### config.mk
export PLATFORM = sky130hd
export DESIGN_NAME = disjoint_set_union_find
export DESIGN_NICKNAME = d
export VERILOG_FILES = /design/src/hdl/dsu_pkg.sv /design/src/hdl/dsu_store.sv /design/src/hdl/dsu_ctrl.sv /design/src/hdl/disjoint_set_union_find.sv
export SDC_FILE = /design/constraint.sdc
export NUM_CORES = 2
export LEC_CHECK = 0
export ABC_AREA = 0
export BUFFER_PORTS_ARGS = -buffer_cell sky130_fd_sc_hd__buf_2
export CAP_MARGIN = 30
export CELL_PAD_IN_SITES_DETAIL_PLACEMENT = 0
export CELL_PAD_IN_SITES_GLOBAL_PLACEMENT = 1
export CORE_ASPECT_RATIO = 0.9
export CORE_UTILIZATION = 40
export CTS_BUF_LIST = sky130_fd_sc_hd__clkbuf_16
export DETAILED_ROUTE_END_ITERATION = 12
export PLACE_DENSITY = 0.6
export SYNTH_ARGS = -nofsm -noshare
export SYNTH_HDL_FRONTEND = slang
export SYNTH_SLANG_ARGS = --single-unit
### constraint.sdc
create_clock -name clk_i -period 11.9 [get_ports clk_i]
set_clock_uncertainty 0.2 [all_clocks]
set_input_delay 1.19 -clock clk_i [delete_from_list [all_inputs] [get_ports clk_i]]
set_output_delay 1.19 -clock clk_i [all_outputs]
set_load 0.02 [all_outputs]
### src/hdl/dsu_pkg.sv
package dsu_pkg;

  localparam int unsigned NODE_W = 8;
  localparam int unsigned NODES  = 2 ** NODE_W;
  localparam int unsigned RANK_W = 4;
  localparam logic [RANK_W-1:0] RANK_MAX = {RANK_W{1'b1}};

  typedef enum logic {
    ACT_FIND  = 1'b0,
    ACT_UNION = 1'b1
  } action_e;

  typedef enum logic [3:0] {
    ST_IDLE,
    ST_WALK_RD,
    ST_WALK_CHK,
    ST_CMP_RD,
    ST_CMP_WR,
    ST_RANK_A,
    ST_RANK_B,
    ST_LINK,
    ST_DONE
  } state_e;

  typedef struct packed {
    logic [NODE_W-1:0] rd_addr;
    logic              p_we;
    logic [NODE_W-1:0] p_waddr;
    logic [NODE_W-1:0] p_wdata;
    logic              r_we;
    logic [NODE_W-1:0] r_waddr;
    logic [RANK_W-1:0] r_wdata;
  } store_req_t;

  typedef struct packed {
    logic [NODE_W-1:0] parent;
    logic [RANK_W-1:0] rank;
  } store_rsp_t;

endpackage

### src/hdl/dsu_store.sv
module dsu_store (
  input  logic                clk_i,
  input  logic                rst_ni,
  input  dsu_pkg::store_req_t req_i,
  output logic                ready_o,
  output dsu_pkg::store_rsp_t rsp_o
);

  logic [dsu_pkg::NODE_W-1:0] parent_mem [dsu_pkg::NODES];
  logic [dsu_pkg::RANK_W-1:0] rank_mem   [dsu_pkg::NODES];
  logic                       clear_q;
  logic [dsu_pkg::NODE_W-1:0] clear_idx_q;
  logic [dsu_pkg::NODE_W-1:0] pdata_q;
  logic [dsu_pkg::RANK_W-1:0] rdata_q;

  // After reset one entry per cycle is set to its own index with rank zero.
  always_ff @(posedge clk_i or negedge rst_ni) begin
    if (!rst_ni) begin
      clear_q     <= 1'b1;
      clear_idx_q <= '0;
    end else if (clear_q) begin
      clear_idx_q <= clear_idx_q + dsu_pkg::NODE_W'(1);
      if (&clear_idx_q) begin
        clear_q <= 1'b0;
      end
    end
  end

  always_ff @(posedge clk_i) begin
    if (clear_q) begin
      parent_mem[clear_idx_q] <= clear_idx_q;
      rank_mem[clear_idx_q]   <= '0;
    end else begin
      if (req_i.p_we) begin
        parent_mem[req_i.p_waddr] <= req_i.p_wdata;
      end
      if (req_i.r_we) begin
        rank_mem[req_i.r_waddr] <= req_i.r_wdata;
      end
    end
    pdata_q <= parent_mem[req_i.rd_addr];
    rdata_q <= rank_mem[req_i.rd_addr];
  end

  assign ready_o      = !clear_q;
  assign rsp_o.parent = pdata_q;
  assign rsp_o.rank   = rdata_q;

endmodule

### src/hdl/dsu_ctrl.sv
module dsu_ctrl (
  input  logic                       clk_i,
  input  logic                       rst_ni,
  input  logic                       in_valid_i,
  output logic                       in_ready_o,
  input  logic                       in_action_i,
  input  logic [dsu_pkg::NODE_W-1:0] in_node_a_i,
  input  logic [dsu_pkg::NODE_W-1:0] in_node_b_i,
  output logic                       out_valid_o,
  input  logic                       out_ready_i,
  output logic [dsu_pkg::NODE_W-1:0] out_root_a_o,
  output logic [dsu_pkg::NODE_W-1:0] out_root_b_o,
  output logic                       out_merged_o,
  input  logic                       store_ready_i,
  output dsu_pkg::store_req_t        req_o,
  input  dsu_pkg::store_rsp_t        rsp_i
);

  dsu_pkg::state_e state_q, state_d;
  logic                       action_q, action_d;
  logic [dsu_pkg::NODE_W-1:0] node_b_q, node_b_d;
  logic [dsu_pkg::NODE_W-1:0] start_q, start_d;
  logic [dsu_pkg::NODE_W-1:0] cur_q, cur_d;
  logic [dsu_pkg::NODE_W-1:0] root_q, root_d;
  logic [dsu_pkg::NODE_W-1:0] ra_q, ra_d;
  logic                       second_q, second_d;
  logic [dsu_pkg::RANK_W-1:0] rank_a_q, rank_a_d;
  logic                       merged_q, merged_d;
  logic                       out_valid_q, out_valid_d;
  logic [dsu_pkg::NODE_W-1:0] out_root_a_q, out_root_b_q;
  logic                       out_merged_q;
  logic                       out_load;
  logic                       node_eq;
  logic [dsu_pkg::NODE_W-1:0] cmp_lhs, cmp_rhs;

  // Shared equality unit used by both the root walk and the path rewrite.
  assign node_eq = (cmp_lhs == cmp_rhs);

  always_comb begin
    state_d     = state_q;
    action_d    = action_q;
    node_b_d    = node_b_q;
    start_d     = start_q;
    cur_d       = cur_q;
    root_d      = root_q;
    ra_d        = ra_q;
    second_d    = second_q;
    rank_a_d    = rank_a_q;
    merged_d    = merged_q;
    out_valid_d = out_valid_q;
    out_load    = 1'b0;
    in_ready_o  = 1'b0;
    cmp_lhs     = cur_q;
    cmp_rhs     = root_q;
    req_o         = '0;
    req_o.rd_addr = cur_q;

    if (out_valid_q && out_ready_i) begin
      out_valid_d = 1'b0;
    end

    unique case (state_q)
      dsu_pkg::ST_IDLE: begin
        in_ready_o = store_ready_i;
        if (in_valid_i && store_ready_i) begin
          action_d = in_action_i;
          node_b_d = in_node_b_i;
          start_d  = in_node_a_i;
          cur_d    = in_node_a_i;
          second_d = 1'b0;
          merged_d = 1'b0;
          state_d  = dsu_pkg::ST_WALK_RD;
        end
      end
      dsu_pkg::ST_WALK_RD: begin
        state_d = dsu_pkg::ST_WALK_CHK;
      end
      dsu_pkg::ST_WALK_CHK: begin
        cmp_lhs = rsp_i.parent;
        cmp_rhs = cur_q;
        if (node_eq) begin
          root_d  = cur_q;
          cur_d   = start_q;
          state_d = dsu_pkg::ST_CMP_RD;
        end else begin
          cur_d   = rsp_i.parent;
          state_d = dsu_pkg::ST_WALK_RD;
        end
      end
      dsu_pkg::ST_CMP_RD: begin
        if (node_eq) begin
          if (!second_q) begin
            ra_d = root_q;
            if (action_q == dsu_pkg::ACT_UNION) begin
              second_d = 1'b1;
              start_d  = node_b_q;
              cur_d    = node_b_q;
              state_d  = dsu_pkg::ST_WALK_RD;
            end else begin
              state_d = dsu_pkg::ST_DONE;
            end
          end else if (root_q != ra_q) begin
            state_d = dsu_pkg::ST_RANK_A;
          end else begin
            state_d = dsu_pkg::ST_DONE;
          end
        end else begin
          state_d = dsu_pkg::ST_CMP_WR;
        end
      end
      dsu_pkg::ST_CMP_WR: begin
        req_o.p_we    = 1'b1;
        req_o.p_waddr = cur_q;
        req_o.p_wdata = root_q;
        cur_d         = rsp_i.parent;
        state_d       = dsu_pkg::ST_CMP_RD;
      end
      dsu_pkg::ST_RANK_A: begin
        req_o.rd_addr = ra_q;
        state_d       = dsu_pkg::ST_RANK_B;
      end
      dsu_pkg::ST_RANK_B: begin
        req_o.rd_addr = root_q;
        rank_a_d      = rsp_i.rank;
        state_d       = dsu_pkg::ST_LINK;
      end
      dsu_pkg::ST_LINK: begin
        merged_d = 1'b1;
        req_o.p_we = 1'b1;
        priority if (rank_a_q < rsp_i.rank) begin
          req_o.p_waddr = ra_q;
          req_o.p_wdata = root_q;
        end else if (rsp_i.rank < rank_a_q) begin
          req_o.p_waddr = root_q;
          req_o.p_wdata = ra_q;
        end else begin
          req_o.p_waddr = root_q;
          req_o.p_wdata = ra_q;
          if (rank_a_q != dsu_pkg::RANK_MAX) begin
            req_o.r_we    = 1'b1;
            req_o.r_waddr = ra_q;
            req_o.r_wdata = rank_a_q + dsu_pkg::RANK_W'(1);
          end
        end
        state_d = dsu_pkg::ST_DONE;
      end
      dsu_pkg::ST_DONE: begin
        if (!out_valid_q || out_ready_i) begin
          out_load    = 1'b1;
          out_valid_d = 1'b1;
          state_d     = dsu_pkg::ST_IDLE;
        end
      end
      default: begin
        state_d = dsu_pkg::ST_IDLE;
      end
    endcase
  end

  always_ff @(posedge clk_i or negedge rst_ni) begin
    if (!rst_ni) begin
      state_q     <= dsu_pkg::ST_IDLE;
      out_valid_q <= 1'b0;
    end else begin
      state_q     <= state_d;
      out_valid_q <= out_valid_d;
    end
  end

  always_ff @(posedge clk_i) begin
    action_q <= action_d;
    node_b_q <= node_b_d;
    start_q  <= start_d;
    cur_q    <= cur_d;
    root_q   <= root_d;
    ra_q     <= ra_d;
    second_q <= second_d;
    rank_a_q <= rank_a_d;
    merged_q <= merged_d;
    if (out_load) begin
      out_root_a_q <= ra_q;
      out_root_b_q <= root_q;
      out_merged_q <= merged_q;
    end
  end

  assign out_valid_o  = out_valid_q;
  assign out_root_a_o = out_root_a_q;
  assign out_root_b_o = out_root_b_q;
  assign out_merged_o = out_merged_q;

`ifndef ASSERT_OFF
  a_no_write_on_accept: assert property (@(posedge clk_i) disable iff (!rst_ni)
    (in_valid_i && in_ready_o) |-> !req_o.p_we)
    else $error("parent write while taking a request");

  a_rank_with_link: assert property (@(posedge clk_i) disable iff (!rst_ni)
    req_o.r_we |-> (req_o.p_we && state_q == dsu_pkg::ST_LINK))
    else $error("rank write outside a link");

  a_no_overwrite: assert property (@(posedge clk_i) disable iff (!rst_ni)
    out_load |-> (!out_valid_q || out_ready_i))
    else $error("result overwritten before it was taken");

  a_merged_distinct: assert property (@(posedge clk_i) disable iff (!rst_ni)
    (out_valid_q && out_merged_q) |-> (out_root_a_q != out_root_b_q))
    else $error("merge reported with equal roots");
`endif

endmodule

### src/hdl/disjoint_set_union_find.sv
// Channel  Direction  tdata (low bit up)          tuser
// s_axis   in         node_a[7:0], node_b[15:8]   action (0 find, 1 union)
// m_axis   out        root_a[7:0], root_b[15:8]   merged
//
// A find walks from the node up to its root, reading and checking each parent
// in turn, then walks the path again from the node, rewriting each parent to
// the root, confirms the root and loads the result. A union runs both walks,
// then the rank reads and the link, each step served by the single registered
// read port. After reset the store makes every node its own root, and
// s_axis_tready stays low until then; after that it is high only while idle.
// One request is in work at a time; the result register lets the next
// request in while a result waits on m_axis_tready.
module disjoint_set_union_find (
  input  logic        clk_i,
  input  logic        rst_ni,
  input  logic        s_axis_tvalid,
  output logic        s_axis_tready,
  input  logic [15:0] s_axis_tdata,  // node_a[7:0], node_b[15:8]
  input  logic        s_axis_tuser,  // action
  output logic        m_axis_tvalid,
  input  logic        m_axis_tready,
  output logic [15:0] m_axis_tdata,  // root_a[7:0], root_b[15:8]
  output logic        m_axis_tuser   // merged
);

  dsu_pkg::store_req_t req;
  dsu_pkg::store_rsp_t rsp;
  logic                store_ready;

  dsu_store u_store (
    .clk_i   (clk_i),
    .rst_ni  (rst_ni),
    .req_i   (req),
    .ready_o (store_ready),
    .rsp_o   (rsp)
  );

  dsu_ctrl u_ctrl (
    .clk_i         (clk_i),
    .rst_ni        (rst_ni),
    .in_valid_i    (s_axis_tvalid),
    .in_ready_o    (s_axis_tready),
    .in_action_i   (s_axis_tuser),
    .in_node_a_i   (s_axis_tdata[7:0]),
    .in_node_b_i   (s_axis_tdata[15:8]),
    .out_valid_o   (m_axis_tvalid),
    .out_ready_i   (m_axis_tready),
    .out_root_a_o  (m_axis_tdata[7:0]),
    .out_root_b_o  (m_axis_tdata[15:8]),
    .out_merged_o  (m_axis_tuser),
    .store_ready_i (store_ready),
    .req_o         (req),
    .rsp_i         (rsp)
  );

endmodule
Word-level counts from Yosys, hierarchy flattened
Memory sizes are Yosys's and may differ from the RTL's. A register that Yosys moved wholly into a read port is not among the register bits.
Index checks and enable logic that the tools add are counted.
{ "classes": {"order_cmp": 2, "reduce_logical": 20, "add_sub_neg": 2, "n_mux": 52, "bitwise": 1, "eq_ne": 16} }
{ "op_table": {"columns": ["operator", "n"], "rows": [
  ["$mux W8", 10],
  ["$mux W13", 4],
  ["$pmux W4 S9", 1],
  ["$pmux W17 S2", 1],
  ["$pmux W8 S2", 2],
  ["$pmux W8 S4", 1],
  ["$mux W4", 7],
  ["$mux W1", 22],
  ["$eq A4 B3 Y1 const B", 4],
  ["$mux W16", 1],
  ["$reduce_and A5 Y1", 2],
  ["$add A8 B1 Y8 const B", 1],
  ["$eq A4 B2 Y1 const B", 2],
  ["$eq A8 B8 Y1", 1],
  ["$lt A4 B4 Y1", 2],
  ["$ne A2 B1 Y1 const B", 4],
  ["$ne A8 B8 Y1", 1],
  ["$reduce_and A2 Y1", 4],
  ["$reduce_and A8 Y1", 1],
  ["$reduce_or A8 Y1", 1],
  ["$reduce_and A3 Y1", 2],
  ["$add A4 B1 Y4 const B", 1],
  ["$eq A4 B1 Y1 const B", 1],
  ["$eq A4 B4 Y1 const B", 1],
  ["12 further kinds", 16]
]} }
{ "word_totals": {"reg_bits": 78, "word_cells": 111, "ram_bits": 3072, "input_bits": 21, "output_inout_bits": 19, "n_memories": 2} }
{ "memory_table": {"columns": ["name", "words", "width", "read_ports", "rd_ports_with_merged_regs", "write_ports", "line", "rtl"], "rows": [
  ["u_store.parent_mem", 256, 8, 1, 1, 1, "dsu_store.sv:9", "logic [dsu_pkg::NODE_W-1:0] parent_mem [dsu_pkg::NODES];"],
  ["u_store.rank_mem", 256, 4, 1, 1, 1, "dsu_store.sv:10", "logic [dsu_pkg::RANK_W-1:0] rank_mem [dsu_pkg::NODES];"]
]} }

Longest topological paths before layout
{ "logic_depth": {"depth_word": 10, "ltp_mapped": 16} }

Cells and area by module
From an unflattened synthesis, not the netlist that was laid out.
{ "unflattened": {"hier_cells": 6255, "area_unflattened_um2": 124219.1} }
{ "by_module_without_submodules": {"columns": ["module", "instances", "cells_each", "area_each_um2"], "rows": [
  ["dsu_store", 1, 5937, 120394.2],
  ["dsu_ctrl", 1, 318, 3824.9]
]} }

Worst setup path after synthesis
Ideal clock, no wire load.
{ "synth_timing": {"path_type": "register -> register", "from": "register u_ctrl.rank_a_q[1] (netlist name)", "to": "memory u_store.parent_mem[0][2] (netlist name) (data pin)", "path_stages_with_launch": 9, "t_required_ps": 10123, "n_path_buf": 0, "period_less_slack_ps": 10594, "arrival_time_ps": 8817, "slack_ps": 1306, "setup_time_ps": 1577, "path_cell_list": "edfxtp_1 > ha_1 > nor2b_1 > o21a_1 > o21a_1 > nor2_1 > a21o_1 > a221oi_1 > a21oi_1"} }
{ "synth_via": {"elab_chain_cells": 4} }
{ "synth_rtl": {"columns": ["element", "line", "rtl"], "rows": [
  ["start: declaration", "dsu_ctrl.sv:27", "logic [dsu_pkg::RANK_W-1:0] rank_a_q, rank_a_d;"],
  ["start signal: assignment", "dsu_ctrl.sv:178", "rank_a_q <= rank_a_d;"],
  ["$lt A4 B4 Y1", "dsu_ctrl.sv:130", "priority if (rank_a_q < rsp_i.rank) begin"],
  ["$mux W16", "dsu_ctrl.sv:130", null],
  ["$pmux W17 S2", "dsu_ctrl.sv:62", "unique case (state_q)"],
  ["$mux W8 (no source line)", null, null],
  ["end: declaration", "dsu_store.sv:9", null]
]} }
No other way between the ends.

Worst setup path in the final report
{ "layout_timing": {"from": "register u_ctrl.state_q[2]", "to": "register u_store.rdata_q[0] (netlist name) (read register of u_store.rank_mem)"} }
{ "layout_via": {"elab_chain_cells": 2, "elab_cells_between_ends": 3} }
{ "layout_rtl": {"columns": ["element", "line", "rtl"], "rows": [
  ["start: declaration", "dsu_ctrl.sv:19", "dsu_pkg::state_e state_q, state_d;"],
  ["start signal: assignment", "dsu_ctrl.sv:162", "state_q <= dsu_pkg::ST_IDLE;"],
  ["start signal: assignment", "dsu_ctrl.sv:165", "state_q <= state_d;"],
  ["$eq A4 B3 Y1", "dsu_ctrl.sv:62", null],
  ["$pmux W8 S2 (*)", "dsu_ctrl.sv:62", null],
  ["end: declaration", "dsu_store.sv:14", "logic [dsu_pkg::RANK_W-1:0] rdata_q;"]
]} }
Mark *: on every way between the ends. The rest lies on a longest branch, timed or not.
A chain may end at the register's enable or synchronous reset.

==> out/metrics.yaml <==
outcome: "complete, no violations"
busiest_layer: "met2"
worstSetupStartpointType: "flip-flop"
postCtsSetupRepairBufs: 0
cts_root_buffer: "clkbuf_16"
synth_edf_count: 3136
fin_nets: 8794
yosys_warnings: 0
use_met1_pct: 37.74
layout-drive-gt1-share_pct: 9.792
path_class: "flip-flop to flip-flop"
crit_family: "compound AO/OA/AOI/OAI gates"
cts_tree: "done"
antenna_found_initial: 27
die-width_um: 594.1
maxSlewViolCount: 0
syn_nets: 8734
path_clk_slew_ns: 0.06
avgSynthCellArea_um2: 14.50
power_density_mw_per_mm2: 276.9
hold_viol_final: 0
stdcell_count: 13160
rsz0062_at_grt: "false"
setup_ws_ns: 5.302
gp_congestion: 0.8537
max_slew_margin_pct: 6.866
crit_path_cell_trace: "nor2b_1, o21ai_2, buf_4, nand2_8, buf_12, buf_12, mux2i_1, o22ai_1, a211oi_1, o22ai_1, a21oi_1, o31ai_1"
ctsResizeCount: 0
period_needed_ns: 6.598
rows: 195
routed_via_density: 5.993
cts_buffers: 327
maxCapViolCount: 0
seq_area_mm2: 0.09476
hold_path.class: "flip-flop to flip-flop"
crit_buf_inv: 3
dr.pass1.iters: 7
dp_hpwl_um: 254300
fill_cells: 27680
drt_iter0_markers: 9371
grt_use_met2_pct: 42.63
clk-insertion-delay-late_ns: 0.88
synth_commonest_cells: "3,136 x edfxtp_1, 1,670 x nand2_1, 673 x nor2_1"
h-tree-depth: 5
cts_sinks: 3162
place_ws_ns: 5.486
drc: 0
synth_top_area_share_pct: 74.61
total_power_mw: 39.23
place_inst: 12560
wire_per_inst_um: 33.22
grt_max_degree: 222
synth_area_leaders: "edfxtp_1 75%, nand2_1 5.0%, mux2i_1 4.8%"
ys_seq_area_share_pct: 75.07
crit_slowest_cell: "a211oi_1"
worst_pin_slew_ns: 1.397
io_buffers: 39
synthDistinctLibCells: 93
synth_area_mm2: 0.1262
yosysTopAreaCell: "edfxtp_1"
grt_usage_pct: 26.93
cp_max_fo: 113
gr-total-overflow: 0
first_global_vias: 75270
wl_um: 437100
start_util_pct: 40.23
die-area_mm2: 0.3178
ant_nets: 0
ys.flop_type: "edfxtp_1"
clock.fmax_ghz: 0.1516
multi_input_area_mm2: 0.02902
slowest_delay_ns: 0.82
pin_count: 40
worstSetupEndpointType: "flip-flop"
synthCells: 8707
worst-endpoint-required_ns: 12.43
fin_setup_tns_ns: 0
core-area_mm2: 0.3138
vias: 78860
irDropWorstVdd_mv: 0.3060
crit_arrival_ns: 7.13
grt_pass1_wl_um: 606200
cts.path.max_buffers: 4
final_area_mm2: 0.1417
synthArstFlopShare_pct: 0.4428
area_growth_pct: 12.24
place_area_mm2: 0.1315
groute.layer.met3.usage_pct: 4.432
synth_most_common_cell: "edfxtp_1"
finalCritPeriodShare_pct: 55.45
ys_ff_latch: 3162
setup_viol: 0
leakage_nw: 48.14
die_height_um: 534.9
## state kept, by name (all words and copies together) (netlist names), 4 cells and up
name / cells
u_store.rdata_q: 4
u_ctrl.root_q: 8
u_ctrl.state_q: 4
u_ctrl.out_root_b_o: 8
u_store.parent_mem: 2048
u_ctrl.start_q: 8
u_store.clear_idx_q: 8
u_ctrl.out_root_a_o: 8
u_ctrl.ra_q: 8
u_store.pdata_q: 8
u_ctrl.cur_q: 8
u_ctrl.node_b_q: 8
u_store.rank_mem: 1024
u_ctrl.rank_a_q: 4
## report_power, final
part           switching (mW)  internal (mW)
logic                    12.3           3.84
registers               0.184           13.1
clock network            4.28           5.53
## worst register-to-register path: stages (launching register included)
cell and delay (ns):
dfrtp_1 0.58, nor2b_1 0.68, o21ai_2 0.22, buf_4 0.29, nand2_8 0.62, buf_12 0.62
buf_12 0.67, mux2i_1 0.81, o22ai_1 0.19, a211oi_1 0.82, o22ai_1 0.28, a21oi_1 0.34
o31ai_1 0.13
## cells by family (layout without fill, tap and decap cells)
logic type	after synthesis	after routing	synth area share, %
compound gates	1330	1330	6.608
xor+xnor	27	27	0.2022
fa+ha+maj	6	6	0.05947
buf+inv	578	878	2.300
flops	3162	3162	75.07
mux	678	678	6.052
other cells	0	14	0
simple gates	2926	2926	9.704
## path summary, 6_finish.rpt
path | depth (start not counted) | slack [ns] | end | from
hold / removal | 0 | 0.26 | u_ctrl.out_merged_o | u_ctrl.merged_q
min in group asynchronous | 2 | 0.57 | u_ctrl.out_valid_o | rst_ni
hold reg to reg | 0 | 0.26 | u_ctrl.out_merged_o | u_ctrl.merged_q
setup / recovery | 12 | 5.30 | u_store.rdata_q[0] | u_ctrl.state_q[2]
setup reg to reg | 12 | 5.30 | u_store.rdata_q[0] | u_ctrl.state_q[2]
max in group asynchronous | 2 | 10.59 | u_store.clear_q | rst_ni
## repair_timing
action	in CTS	in global routing
endpoints found under the hold margin	1	0
endpoints found under the setup margin	0	0
hold buffers	1	0
## placed cells by master (no fill, tap or decap), types with 77 or more instances in the layout
master,n
edfxtp_1,3136
nand2_1,1640
nor2_1,657
mux2i_1,609
a21oi_1,568
clkbuf_16,337
o22ai_1,247
nand3_1,191
buf_4,188
nor4_1,170
o21ai_0,98
inv_1,82
clkinv_1,77
## through the flow
stage | utilization (%) | hold slack (ns)
4_1_cts | 45.10 | 0.2367
6_report | 45.15 | 0.2645
2_1_floorplan | - | 0.2003
5_1_grt | 45.14 | 0.2587
3_5_place_dp | 41.92 | 0.2542
3_3_place_gp | 41.75 | 0.2371
## layout make-up
type | instances | share of cell area, %
Timing Repair Buffer | 293 | 1.862
Clock inverter | 232 | 1.094
Inverter | 16 | 0.04239
Multi-Input combinational cell | 4967 | 20.49
Sequential cell | 3162 | 66.89
Antenna cell | 14 | 0.02473
Clock buffer | 337 | 5.952
Tap cell | 4137 | 3.654
## metal layers
| layer | wire length [um] | vias up |
|---|---|---|
| met4 | 16500 | 18 |
| li1 | - | 33180 |
| met2 | 201600 | 3802 |
| met5 | 117 | - |
| met3 | 36510 | 717 |
| met1 | 182500 | 41140 |
Power figures use the tool's default switching activity.
